### config.mk
export PLATFORM = sky130hd
export DESIGN_NAME = utf8_text_validator_top
export DESIGN_NICKNAME = d
export VERILOG_FILES = /design/src/rtl/core/utf8v_pkg.sv /design/src/rtl/core/utf8v_decode.sv /design/src/rtl/core/utf8_text_validator_top.sv
export SDC_FILE = /design/constraint.sdc
export NUM_CORES = 1
export LEC_CHECK = 0
export ABC_AREA = 1
export BUFFER_PORTS_ARGS = -buffer_cell sky130_fd_sc_hd__buf_2
export CAP_MARGIN = 20
export CORE_MARGIN = 4
export CORE_UTILIZATION = 58
export CTS_BUF_LIST = sky130_fd_sc_hd__clkbuf_16
export CTS_CLUSTER_DIAMETER = 40
export CTS_CLUSTER_SIZE = 12
export DETAILED_ROUTE_END_ITERATION = 7
export PLACE_DENSITY = 0.78
export SLEW_MARGIN = 20
export SYNTH_ARGS = -nofsm -noshare
export SYNTH_HDL_FRONTEND = slang
export SYNTH_SLANG_ARGS = --single-unit
export TNS_END_PERCENT = 20
### constraint.sdc
create_clock -name i_clk -period 3.8 [get_ports i_clk]
set_input_delay 0.76 -clock i_clk [delete_from_list [all_inputs] [get_ports i_clk]]
set_output_delay 0.76 -clock i_clk [all_outputs]
set_load 0.01 [all_outputs]
### src/rtl/core/utf8v_pkg.sv
// Shared types, error codes and code point checks for the UTF-8 text validator.
package utf8v_pkg;

    // Error codes reported with each string result
    localparam logic [2:0] ERR_NONE  = 3'd0;
    localparam logic [2:0] ERR_LONG  = 3'd1;
    localparam logic [2:0] ERR_LEAD  = 3'd2;
    localparam logic [2:0] ERR_TRUNC = 3'd3;
    localparam logic [2:0] ERR_CONT  = 3'd4;
    localparam logic [2:0] ERR_POINT = 3'd5;

    // Byte counter saturation value and register reset value
    localparam logic [12:0] COUNT_MAX       = 13'd8191;
    localparam logic [11:0] MAX_BYTES_RESET = 12'd64;

    // One request on the input channel
    typedef struct packed {
        logic [7:0] text_byte;
        logic       last_byte;
    } t_item;

    // One request on the output channel
    typedef struct packed {
        logic       valid_res;
        logic [2:0] error_code;
    } t_result;

    // True when a finished code point is overlong, a surrogate, out of range or a control.
    function automatic logic point_bad(input logic [20:0] cp, input logic [1:0] extra);
        logic bad;
        begin
            bad = 1'b0;
            if (extra == 2'd1 && cp < 21'h000080) bad = 1'b1;
            if (extra == 2'd2 && cp < 21'h000800) bad = 1'b1;
            if (extra == 2'd3 && cp < 21'h010000) bad = 1'b1;
            if (cp > 21'h10FFFF) bad = 1'b1;
            if (cp inside {[21'h00D800:21'h00DFFF]}) bad = 1'b1;
            if (cp < 21'h000020) bad = 1'b1;
            if (cp inside {[21'h00007F:21'h00009F]}) bad = 1'b1;
            return bad;
        end
    endfunction

endpackage

### src/rtl/core/utf8v_decode.sv
// Running UTF-8 decode state and the per-string verdict, one byte per cycle while bytes are taken.
module utf8v_decode (
    input  logic              i_clk,
    input  logic              i_rst_n,
    input  logic              i_take,
    input  utf8v_pkg::t_item  i_item,
    input  logic [11:0]       i_max_bytes,
    output utf8v_pkg::t_result o_result
);
    import utf8v_pkg::*;

    logic [1:0]  r_pend, n_pend;
    logic [1:0]  r_seq,  n_seq;
    logic [20:0] r_cp,   n_cp;
    logic [12:0] r_cnt,  n_cnt;
    logic [2:0]  r_err,  n_err;
    logic [7:0]  b;
    logic [2:0]  code;

    assign b = i_item.text_byte;

    // Next decode state for the byte in hand.
    always_comb begin
        n_cnt  = (r_cnt < COUNT_MAX) ? r_cnt + 13'd1 : r_cnt;
        n_pend = r_pend;
        n_seq  = r_seq;
        n_cp   = r_cp;
        n_err  = r_err;
        if (r_err != ERR_NONE) begin
            // After an error only the owed continuation bytes are counted off.
            if (r_pend != 2'd0) n_pend = r_pend - 2'd1;
        end else if (r_pend == 2'd0) begin
            // Lead byte of a new sequence.
            if (b < 8'h80) begin
                if (point_bad({13'd0, b}, 2'd0)) n_err = ERR_POINT;
            end else if (b inside {[8'hC0:8'hDF]}) begin
                n_pend = 2'd1;
                n_seq  = 2'd1;
                n_cp   = {16'd0, b[4:0]};
            end else if (b inside {[8'hE0:8'hEF]}) begin
                n_pend = 2'd2;
                n_seq  = 2'd2;
                n_cp   = {17'd0, b[3:0]};
            end else if (b inside {[8'hF0:8'hF7]}) begin
                n_pend = 2'd3;
                n_seq  = 2'd3;
                n_cp   = {18'd0, b[2:0]};
            end else begin
                n_err = ERR_LEAD;
            end
        end else begin
            // Continuation byte of the open sequence.
            n_pend = r_pend - 2'd1;
            if (b[7:6] != 2'b10) begin
                n_err = ERR_CONT;
            end else begin
                n_cp = {r_cp[14:0], b[5:0]};
                if (n_pend == 2'd0 && point_bad(n_cp, r_seq)) n_err = ERR_POINT;
            end
        end
    end

    // Verdict on the final byte: length beats truncation beats the first decode error.
    always_comb begin
        code = n_err;
        if (n_pend != 2'd0) code = ERR_TRUNC;
        if (n_cnt > {1'b0, i_max_bytes}) code = ERR_LONG;
        o_result.error_code = code;
        o_result.valid_res  = (code == ERR_NONE);
    end

    // State registers, cleared at the end of every string.
    always_ff @(posedge i_clk) begin
        if (!i_rst_n) begin
            r_pend <= 2'd0;
            r_seq  <= 2'd0;
            r_cp   <= 21'd0;
            r_cnt  <= 13'd0;
            r_err  <= ERR_NONE;
        end else if (i_take) begin
            if (i_item.last_byte) begin
                r_pend <= 2'd0;
                r_seq  <= 2'd0;
                r_cp   <= 21'd0;
                r_cnt  <= 13'd0;
                r_err  <= ERR_NONE;
            end else begin
                r_pend <= n_pend;
                r_seq  <= n_seq;
                r_cp   <= n_cp;
                r_cnt  <= n_cnt;
                r_err  <= n_err;
            end
        end
    end

    // The end of a string leaves the decoder empty.
    a_clear_on_last: assert property (@(posedge i_clk) disable iff (!i_rst_n)
        i_take && i_item.last_byte |=> r_cnt == 13'd0 && r_pend == 2'd0 && r_err == ERR_NONE)
        else $error("decoder state not cleared after final byte");

    // Owed bytes never exceed the length of the sequence that opened them.
    a_pend_within_seq: assert property (@(posedge i_clk) disable iff (!i_rst_n)
        r_pend <= r_seq)
        else $error("pending continuations exceed sequence length");

    // Length and truncation errors exist only in the verdict, never in the held state.
    a_err_held_kind: assert property (@(posedge i_clk) disable iff (!i_rst_n)
        r_err != ERR_LONG && r_err != ERR_TRUNC)
        else $error("held error is a verdict-only code");

    // A mid-string byte advances the counter by one until it saturates.
    a_count_step: assert property (@(posedge i_clk) disable iff (!i_rst_n)
        i_take && !i_item.last_byte && r_cnt != COUNT_MAX |=> r_cnt == $past(r_cnt) + 13'd1)
        else $error("byte counter did not advance");

endmodule

### src/rtl/core/utf8_text_validator_top.sv
// Top level of the strict UTF-8 text validator: channel registers and the limit register.
//
// Usage: a string is sent one byte per request on the input channel (i_in_valid,
// o_in_stall, i_text_byte, i_last_byte), with i_last_byte set on its final byte.
// Exactly one request per string leaves on the output channel (o_out_valid,
// i_out_stall, o_valid_res, o_error_code), taken from the final byte; other bytes
// produce nothing. o_error_code is 0 for a good string, else the code of the
// verdict (too long, bad lead, truncated, bad continuation, bad code point).
// o_out_valid rises once the final byte has passed the input register and the decode
// step has written its verdict into the output register; a stalled output can hold the
// byte in the input register before that. Throughput is one byte per cycle while
// o_in_stall is low, since the decode step is combinational.
// When the receiver stalls, the result holds; a further final byte waits in the
// input register and o_in_stall rises only then, while mid-string bytes keep flowing.
// The string length limit is written through i_cfg_we / i_cfg_wdata by the user only
// while idle; the block itself does not enforce this. Synchronous reset clears the valid
// flags of both channel registers and the decode state and sets the limit to 64 bytes.
module utf8_text_validator_top (
    input  logic        i_clk,
    input  logic        i_rst_n,
    input  logic        i_cfg_we,
    input  logic [11:0] i_cfg_wdata,
    input  logic        i_in_valid,
    output logic        o_in_stall,
    input  logic [7:0]  i_text_byte,
    input  logic        i_last_byte,
    output logic        o_out_valid,
    input  logic        i_out_stall,
    output logic        o_valid_res,
    output logic [2:0]  o_error_code
);
    import utf8v_pkg::*;

    logic [11:0] r_max_bytes;
    logic        r_in_valid;
    t_item       r_item;
    logic        r_out_valid;
    t_result     r_result;
    t_result     dec_result;
    logic        take;

    // A byte in the input register moves on unless it is final and the output is blocked.
    assign take       = r_in_valid && (!r_item.last_byte || !r_out_valid || !i_out_stall);
    assign o_in_stall = r_in_valid && !take;

    // String length limit.
    always_ff @(posedge i_clk) begin
        if (!i_rst_n) begin
            r_max_bytes <= MAX_BYTES_RESET;
        end else if (i_cfg_we) begin
            r_max_bytes <= i_cfg_wdata;
        end
    end

    // Input register.
    always_ff @(posedge i_clk) begin
        if (!i_rst_n) begin
            r_in_valid <= 1'b0;
        end else if (i_in_valid && !o_in_stall) begin
            r_in_valid <= 1'b1;
        end else if (take) begin
            r_in_valid <= 1'b0;
        end
    end

    always_ff @(posedge i_clk) begin
        if (i_in_valid && !o_in_stall) begin
            r_item.text_byte <= i_text_byte;
            r_item.last_byte <= i_last_byte;
        end
    end

    utf8v_decode u_decode (
        .i_clk       (i_clk),
        .i_rst_n     (i_rst_n),
        .i_take      (take),
        .i_item      (r_item),
        .i_max_bytes (r_max_bytes),
        .o_result    (dec_result)
    );

    // Output register.
    always_ff @(posedge i_clk) begin
        if (!i_rst_n) begin
            r_out_valid <= 1'b0;
        end else if (take && r_item.last_byte) begin
            r_out_valid <= 1'b1;
        end else if (!i_out_stall) begin
            r_out_valid <= 1'b0;
        end
    end

    always_ff @(posedge i_clk) begin
        if (take && r_item.last_byte) begin
            r_result <= dec_result;
        end
    end

    assign o_out_valid  = r_out_valid;
    assign o_valid_res  = r_result.valid_res;
    assign o_error_code = r_result.error_code;

endmodule
# Yosys cells after proc, flatten, opt, wreduce, memory -nomap -nowiden
# Cells that the tools add are included.
[totals]
mem_bits_rw = 0
register_bits = 62
out_inout_bits = 6
latchBits = 0
inputBits = 26
romBits = 0
wordCells = 137
memories = 0
[classes]
div = 0
order_cmp = 23
n_shift = 0
n_eq_ne = 10
n_bitwise = 0
n_addsub = 2
mul = 0
reduce_logical = 33
n_mux = 57
[op_table]
columns = ["operator", "n"]
rows = [
  ["2-to-1 mux 15 bit", 8],
  ["2-to-1 mux 3 bit", 12],
  ["<= comparator 8 bit (second input constant)", 4],
  ["2-to-1 mux 2 bit", 15],
  ["2-to-1 mux 13 bit", 2],
  [">= comparator 8 bit (second input constant)", 3],
  [">= comparator 21 x 16 -> 1 bit (second input constant)", 1],
  [">= comparator 21 x 7 -> 1 bit (second input constant)", 1],
  ["greater-than comparator 21 bit (second input constant)", 1],
  ["<= comparator 21 x 16 -> 1 bit (second input constant)", 1],
  ["<= comparator 21 x 8 -> 1 bit (second input constant)", 1],
  ["< comparator 21 x 12 -> 1 bit (second input constant)", 1],
  ["< comparator 21 x 17 -> 1 bit (second input constant)", 1],
  ["< comparator 21 x 6 -> 1 bit (second input constant)", 1],
  ["< comparator 21 x 8 -> 1 bit (second input constant)", 1],
  ["2-to-1 mux 1 bit", 20],
  [">= comparator 8 x 16 -> 1 bit (second input constant)", 1],
  ["<= comparator 8 x 16 -> 1 bit (second input constant)", 1],
  ["logical AND 1 bit", 15],
  ["adder 13 x 1 -> 13 bit (second input constant)", 1],
  ["greater-than comparator 13 x 12 -> 1 bit", 1],
  ["< comparator 13 bit (second input constant)", 1],
  ["AND reduction 5 bit", 2],
  [">= comparator 8 x 7 -> 1 bit (second input constant)", 1],
  ["17 further kinds", 29],
]

# Depth between registers and ports, before layout
# Gate-level depths: netlist (run 1).
[depth]
depth_word = 20
mapped_depth = 22
mapped_depth_nobuf = 22

# Modules after synthesis
# A second synthesis (run 1) with hierarchy kept.
[hier_totals]
cells_unflattened = 462
area_unflattened_um2 = 3353.2
[by_module_without_submodules]
columns = ["mod", "cells_each", "instances", "area_per_inst_um2", "seq_area_each_um2"]
rows = [
  ["utf8v_decode", 378, 1, 2421.1, 700.7],
  ["utf8_text_validator_top", 84, 1, 932.1, 670.6],
]

# Least setup slack after synthesis (run 1)
# Ideal clock, no wire load.
[synth_timing]
path_type = "flip-flop to flip-flop"
from = "register u_decode.r_cnt[2]"
to = "register r_result, in the netlist o_valid_res (data pin)"
synth_period_minus_slack_ns = 2.447
arrival_time_ns = 2.196
required_ns = 3.548
path_buffers = 0
path_stages_with_launch = 21
slack_ns = 1.353
setup_time_ns = 0.252
path_cell_list = "dfxtp_1 nand3_2 nor3_2 nand3_2 nor3_4 nor3_1 a21oi_1 ha_1 nand2_1 inv_1 nor2_1 o21a_1 nand2_1 nand2_1 nand2_1 nand2_1 nand2_1 nand2_1 nand3_1 nand3_1 nor2_1"
[synth_rtl]
columns = ["item", "line_no", "text"]
rows = [
  ["start: declaration", "utf8v_decode.sv:15", "logic [12:0] r_cnt, n_cnt;"],
  ["start signal: assignment", "utf8v_decode.sv:91", "r_cnt <= n_cnt;"],
  ["end signal: assignment", "utf8_text_validator_top.sv:95", "r_result <= dec_result;"],
  ["end: declaration", "utf8_text_validator_top.sv:38", "t_result r_result;"],
]

==> qor.txt, run 1 <==
Mapped cell area = 0.00331 mm²
GRT Total Usage = 22.0%
WL per Instance = 13.1 µm
Flop pwr share = 40.0%
Vias in the first global route = 2915
CTS Root Cell = clkbuf_16
DR vias = 3027
CTS HTree Levels = 3
Drt initial violations = 114
Most frequent cells in the layout = nand2_1 (100), inv_1 (63), a21oi_1 (54), dfxtp_1 (49), nor2_1 (43)
Initial Util = 60.1%
Rel. slew slack = 28.2%
Final setup viols = 0
CTS tree = built
R2R setup slack = 0.76 ns
Crit. End Element = flop
Core Footprint = 0.00551 mm²
Hold Buf Count CTS = 0
PD cells = 467 mW/mm²
Worst skew pair latency = 0.33 ns
Cells on worst reg2reg path = 20
Gate count of the mapped netlist = 456
Crit path top cell by count = nand2_1
Crit path required time = 3.88 ns
Final Instance Area = 0.00385 mm²
I/O pins = 32
Hold crit path type = flop to flop
Hold depth = 2
LEAKAGE = 1.72 nW
Sw frac = 22.6%
Drt total wl = 7430 µm
Horiz. Die Dim = 83.6 µm
Worst slew pin tran = 1.08 ns
Global-route wire length before repair = 12600 µm
Via/cell ratio = 5.36
CTS clk-pin slew, worst paths = 0.06 ns
ANT cells = 0
Antenna Violating Nets Remaining = 0
Num rows = 27
Port bufs = 31
Arrival @ worst endpoint = 3.12 ns
CP max stage cell = dfxtp_1
Worst r2r dst = o_valid_res
Crit path time final = 3.04 ns
Critical-path cell list = nand3_2 -> nor3_2 -> nand3_2 -> nor3_4 -> nor3_1 -> a21oi_1 -> ha_1 -> nand2_1 -> inv_1 -> nor2_1 -> o21a_1 -> nand2_1 -> nand2_1 -> nand2_1 -> nand2_1 -> nand2_1 -> nand2_1 -> nand3_1 -> nand3_1 -> nor2_1
Maxcap violations = 0
P&R area growth vs syn = 16.3%
Critical Path Fanout Max = 6
Slowest Stage Delay on Critical Path = 0.40 ns
Post-placement cell area = 0.00351 mm²
Net count, final = 527
Outcome = complete, no violations
First-pass detailed-route iteration total = 4
Fillers = 451
Gate power share = 8.6%
Die area = 0.00698 mm²
CP Launch Type = flop
Setup bufs post-CTS = 0
Max frequency = 329 MHz
Post-Syn Nets = 495
Dpl cells = 549
CTS resizes = 0
Final Hold Vio Count = 0
Grt ovf = 0
Ys Warns = 0
Post-Layout Cell Count = 565
DRC viols = 0
Antenna violations before repair = 0
Clk_skew = 0.00733 ns
Syn Area/Cell = 7.26 µm²
Die Y = 83.6 µm
Worst min-delay path endpoint = r_max_bytes[9]
Fin crit share = 80.0%
Final core utilization = 69.9%
Commonest non-fill, non-tap cell in the layout = nand2_1
Area occupied by multi-input gates = 0.00163 mm²
Internal power = 0.00139 W
Num CTS Buffers = 9
Maximum VDD drop = 0.281 mV
Yosys reg bits = 62
Max-slew violations = 0
Register area = 0.00137 mm²
Hpwl dp = 5300 µm
P_sw = 0.000405 W
Largest net degree at the start of global routing = 33
CTS max path bufs = 2
Worst r2r src = u_decode.r_cnt[2]
Sequential area share after synthesis = 41.4%
Unrepaired setup endpoints after global routing = no
Min-delay src = r_max_bytes[9]
Worst Setup Path Type = flop to flop
Clock Power Share = 51.4%
Ratio of cells with drive above 1 in the final layout = 14.0%
Gp weighted congestion = 0.883
Synth cell types = 34
Setup tns final = 0 ns
CTS Sinks = 62
-- critical path: cells and delay by family (launching register included) --
kind            cells  cell delay [ns]
flops               1             0.40
compound gates      2             0.38
simple gates       16             1.68
fa+ha+maj           1             0.30
buf+inv             1             0.03
-- how the worst max path moves through the flow --
stage,from,depth (start not counted),slack [ns],end
detailed placement,u_decode.r_cnt[2],20,0.88,o_valid_res
global route,u_decode.r_cnt[0],21,0.47,o_valid_res
finish,u_decode.r_cnt[2],20,0.76,o_valid_res
CTS,u_decode.r_cnt[2],20,0.78,o_valid_res
global placement,u_decode.r_cnt[2],20,0.93,o_valid_res
floorplan,u_decode.r_cnt[2],20,1.35,o_valid_res
-- power groups by stage --
stage          sequential, W  combinational (W)  clock [W]
3_5_place_dp        0.000731           0.000152          0
5_1_grt             0.000721           0.000177   0.000967
4_1_cts             0.000718           0.000154   0.000933
6_report            0.000718           0.000155   0.000924
3_3_place_gp        0.000731           0.000148          0
2_1_floorplan       0.000728           0.000111          0
-- layout make-up --
type / instances / area share (%)
clock buffer: 9 / 5.85
timing repair buffer: 32 / 4.22
clock inverter: 7 / 2.89
tap: 72 / 2.34
multi-input combinational: 315 / 42.4
sequential: 62 / 35.6
inverter: 68 / 6.63
-- through the flow --
step	hold slack, ns	total power [W]	setup WS [ns]
floorplan	0.435	0.000839	1.35
global placement	0.455	0.000879	0.929
detailed placement	0.457	0.000883	0.884
CTS	0.465	0.00180	0.781
global route	0.478	0.00187	0.472
finish	0.465	0.00180	0.762
-- synthesized netlist by cell type --
cell / count / share of area (%)
a211oi_1: 9 / 2.0
o21ai_2: 2 / 0.53
clkbuf_1: 8 / 0.91
nor3_4: 2 / 0.98
a21oi_2: 3 / 0.79
a21oi_1: 54 / 8.2
inv_1: 63 / 7.1
nor2_1: 43 / 4.9
ha_1: 13 / 4.9
nor4_1: 2 / 0.38
o21a_1: 1 / 0.23
or2_2: 2 / 0.38
nand2_1: 100 / 11
buf_2: 1 / 0.15
xnor2_1: 1 / 0.26
nor3_1: 5 / 0.76
nor2_4: 1 / 0.34
o21ai_1: 2 / 0.30
a2bb2oi_1: 1 / 0.26
xor2_1: 3 / 0.79
o211ai_1: 1 / 0.23
nor3_2: 1 / 0.30
or4_1: 1 / 0.23
nand3_2: 3 / 0.91
nand2_2: 4 / 0.76
nand4_1: 5 / 0.94
o21ai_0: 27 / 4.1
edfxtp_1: 13 / 12
nand3_1: 26 / 3.9
buf_4: 2 / 0.45
o22ai_1: 1 / 0.19
nand3b_1: 2 / 0.45
dfxtp_1: 49 / 30
inv_2: 5 / 0.57
-- sequential cells by signal, summed over array words and instances (netlist names) --
name / flops
u_decode.r_cp: 15
o_valid_res: 1
o_out_valid: 1
u_decode.r_seq: 2
r_in_valid: 1
o_error_code: 3
r_max_bytes: 12
u_decode.r_pend: 2
r_item: 9
u_decode.r_err: 3
u_decode.r_cnt: 13
-- layer usage --
metal | wire length (µm) | vias to the layer above | share of wire [%] | global-route usage, %
li1 | - | 1565 | - | -
met1 | 3270 | 1381 | 44 | 26.3
met2 | 3690 | 65 | 50 | 38.3
met3 | 302 | 16 | 4.1 | 4.15
met4 | 167 | 0 | 2.2 | 9.80
met5 | 0 | - | 0 | 0
-- kinds of logic after synthesis --
kind of cell             share of synthesized area [%]
XOR/XNOR                                          1.06
AO/OA/AOI/OAI                                     16.8
adder cells (fa/ha/maj)                           4.91
AND/OR/NAND/NOR                                   26.6
buffers and inverters                             9.22
flip-flops                                        41.4
Note: power is estimated with default switching activity, not from simulation.
==> inputs of run 2 (changes only) <==
--- a/config.mk
+++ b/config.mk
@@ -9,12 +9,12 @@
 export BUFFER_PORTS_ARGS = -buffer_cell sky130_fd_sc_hd__buf_2
 export CAP_MARGIN = 20
 export CORE_MARGIN = 4
-export CORE_UTILIZATION = 58
+export CORE_UTILIZATION = 53
 export CTS_BUF_LIST = sky130_fd_sc_hd__clkbuf_16
 export CTS_CLUSTER_DIAMETER = 40
 export CTS_CLUSTER_SIZE = 12
 export DETAILED_ROUTE_END_ITERATION = 7
-export PLACE_DENSITY = 0.78
+export PLACE_DENSITY = 0.75
 export SLEW_MARGIN = 20
 export SYNTH_ARGS = -nofsm -noshare
 export SYNTH_HDL_FRONTEND = slang
==> constraint.sdc (replaced) <==
create_clock -name i_clk -period 2.6 [get_ports i_clk]
set_input_delay 0.52 -clock i_clk [delete_from_list [all_inputs] [get_ports i_clk]]
set_output_delay 0.52 -clock i_clk [all_outputs]
set_load 0.01 [all_outputs]
==> run 2 against run 1 <==
  * The run now ends with negative setup slack left
  * Combinational power grew 61%
  * Critical path type unchanged
  * Total power grew 29%
  * Maximum frequency grew 5.9%
  * Critical endpoint is now u_decode.r_cnt[3]
  * Register-to-register slack lost 1.0 ns
  * Sequential power grew 46%
==> qor.txt, run 2 (synthesis results as in run 1) <==
R2R setup slack = -0.27 ns (-1.03 ns)
Core Footprint = 0.00599 mm² (+8.8%)
Post-Layout Cell Count = 621 (+9.9%)
CTS Sinks = 62 (unchanged)
CTS clk-pin slew, worst paths = 0.05 ns (about the same)
Antenna violations before repair = 0 (unchanged)
Most frequent cells in the layout = nand2_1 (97), inv_1 (62), buf_4 (54), a21oi_1 (51)
Hold depth = 1 (-1)
CP Launch Type = flop
Maximum VDD drop = 0.493 mV (+75%)
ANT cells = 0 (unchanged)
Outcome = finished with violations
Worst r2r src = u_decode.r_cnt[8]
Maxcap violations = 0 (unchanged)
Sw frac = 24.8% (+2.2 points)
DRC viols = 0 (unchanged)
Crit path required time = 2.81 ns (-1.07 ns)
Num rows = 28 (+3.7%)
Rel. slew slack = 56.9% (+29 points)
Max reg flops = 15 (unchanged)
Largest regs = u_decode.r_cp (15), u_decode.r_cnt (13), r_max_bytes (12)
LEAKAGE = 2.00 nW (+16%)
Max-slew violations = 0 (unchanged)
Crit path time final = 2.87 ns (-0.169 ns)
Num CTS Buffers = 9 (unchanged)
Failing checks = negative setup slack
CTS HTree Levels = 3 (unchanged)
Final Hold Vio Count = 0 (unchanged)
Die area = 0.00758 mm² (+8.5%)
WL per Instance = 13.1 µm (-0.58%)
Cells on worst reg2reg path = 22 (+10%)
Final Instance Area = 0.00428 mm² (+11%)
Vias in the first global route = 3224 (+11%)
Arrival @ worst endpoint = 3.08 ns (-0.04 ns)
Biggest register = u_decode.r_cp
Drt initial violations = 206 (+81%)
I/O pins = 32 (unchanged)
P&R area growth vs syn = 29.3%
Hold crit path type = input port to flop
Commonest non-fill, non-tap cell in the layout = nand2_1
Crit. End Element = flop
Worst slew pin tran = 0.644 ns (-0.432 ns)
Horiz. Die Dim = 87.0 µm (+4.2%)
CTS max path bufs = 2 (unchanged)
Dpl cells = 582 (+6.0%)
Final WS setup = -0.270 ns (-1.03 ns)
Largest net degree at the start of global routing = 24 (-27%)
Via/cell ratio = 5.25 (-2.0%)
DR vias = 3259 (+7.7%)
Clk_skew = 0.00689 ns (-0.000438 ns)
Antenna Violating Nets Remaining = 0 (unchanged)
Min-delay src = i_text_byte[6]
PD cells = 543 mW/mm² (+16%)
Final setup viols = 5 (+5)
Hpwl dp = 5650 µm (+6.5%)
Gate power share = 10.7% (+2.1 points)
Global-route wire length before repair = 13700 µm (+8.6%)
Port bufs = 31 (unchanged)
P_sw = 0.000576 W (+42%)
First-pass detailed-route iteration total = 6 (+2)
Worst skew pair latency = 0.33 ns (about the same)
CTS tree = built
CTS Root Cell = clkbuf_16
Max frequency = 348 MHz (+5.9%)
Clock Power Share = 44.2% (-7.2 points)
GRT Total Usage = 22.7% (+0.75 points)
Flop pwr share = 45.1% (+5.1 points)
Worst Setup Path Type = flop to flop
Die Y = 87.0 µm (+4.2%)
Fin crit share = 110% (+30 points)
Initial Util = 55.3% (-4.9 points)
Unrepaired setup endpoints after global routing = yes
Net count, final = 580 (+10%)
Ratio of cells with drive above 1 in the final layout = 26.6% (+13 points)
Worst setup path start = u_decode.r_cnt[8]
Drt total wl = 8120 µm (+9.3%)
Total power draw = 0.00232 W (+29%)
Final core utilization = 71.4% (+1.5 points)
Gp weighted congestion = 0.928 (+5.0%)
Final hold slack = 0.370 ns (-0.0944 ns)
Post-placement cell area = 0.00374 mm² (+6.5%)
Grt ovf = 0 (unchanged)
Internal power = 0.00175 W (+25%)
Critical Path Fanout Max = 4 (-2)
run 2: stage by stage:
| stage | setup WS, ns | setup TNS, ns |
|---|---|---|
| detailed placement | -0.301 | -0.905 |
| global placement | -0.190 | -0.557 |
| CTS | -0.207 | -0.722 |
| global route | -0.408 | -1.75 |
| floorplan | 0.153 | 0 |
| finish | -0.270 | -0.783 |
run 2: per-layer routing:
metal	GRT usage [%]	routed length, µm	vias to the layer above
met3	5.01	343	20
met4	10.9	220	0
li1	-	-	1679
met2	38.9	4120	78
met1	26.9	3430	1482
met5	0	0	-
run 2: power by group through the flow:
stage                     combinational, W  clock, W  sequential [W]
after detailed placement          0.000236         0         0.00107
after CTS                         0.000242   0.00105         0.00105
after floorplan                   0.000162         0         0.00106
after global placement            0.000230         0         0.00107
after global routing              0.000287   0.00110         0.00105
final                             0.000249   0.00103         0.00105
run 2: repair_timing:
item                       CTS  global route
setup endpoints to repair    4             5
gates resized for setup     10            21
hold buffers                 0             0
pin swaps                    5             9
cloned                       0             0
setup buffers               17             6
run 2: layout make-up:
cell class	instances	area [µm²]
clock inverter	7	33.8
timing repair buffer	85	561
fill	484	1710
clock buffer	9	225
sequential	62	1390
inverter	68	255
multi-input combinational	315	1720
tap	75	93.8
run 2: critical path, stage by stage (launching register included):
cell	delay [ns]
dfxtp_4	0.35
inv_1	0.11
nor3_4	0.07
nand3_2	0.10
nor3_4	0.06
nor3_1	0.21
a21oi_2	0.08
buf_4	0.14
buf_4	0.12
buf_4	0.12
buf_4	0.12
buf_4	0.12
buf_4	0.12
buf_4	0.12
buf_4	0.12
buf_4	0.12
buf_4	0.12
buf_4	0.12
buf_4	0.12
buf_4	0.12
buf_4	0.12
nand2_1	0.06
a21oi_2	0.05
run 2: worst paths after layout:
check                      endpoint
setup / recovery  u_decode.r_cnt[3]
hold / removal            r_item[7]
setup reg to reg  u_decode.r_cnt[3]
hold reg to reg      r_max_bytes[8]
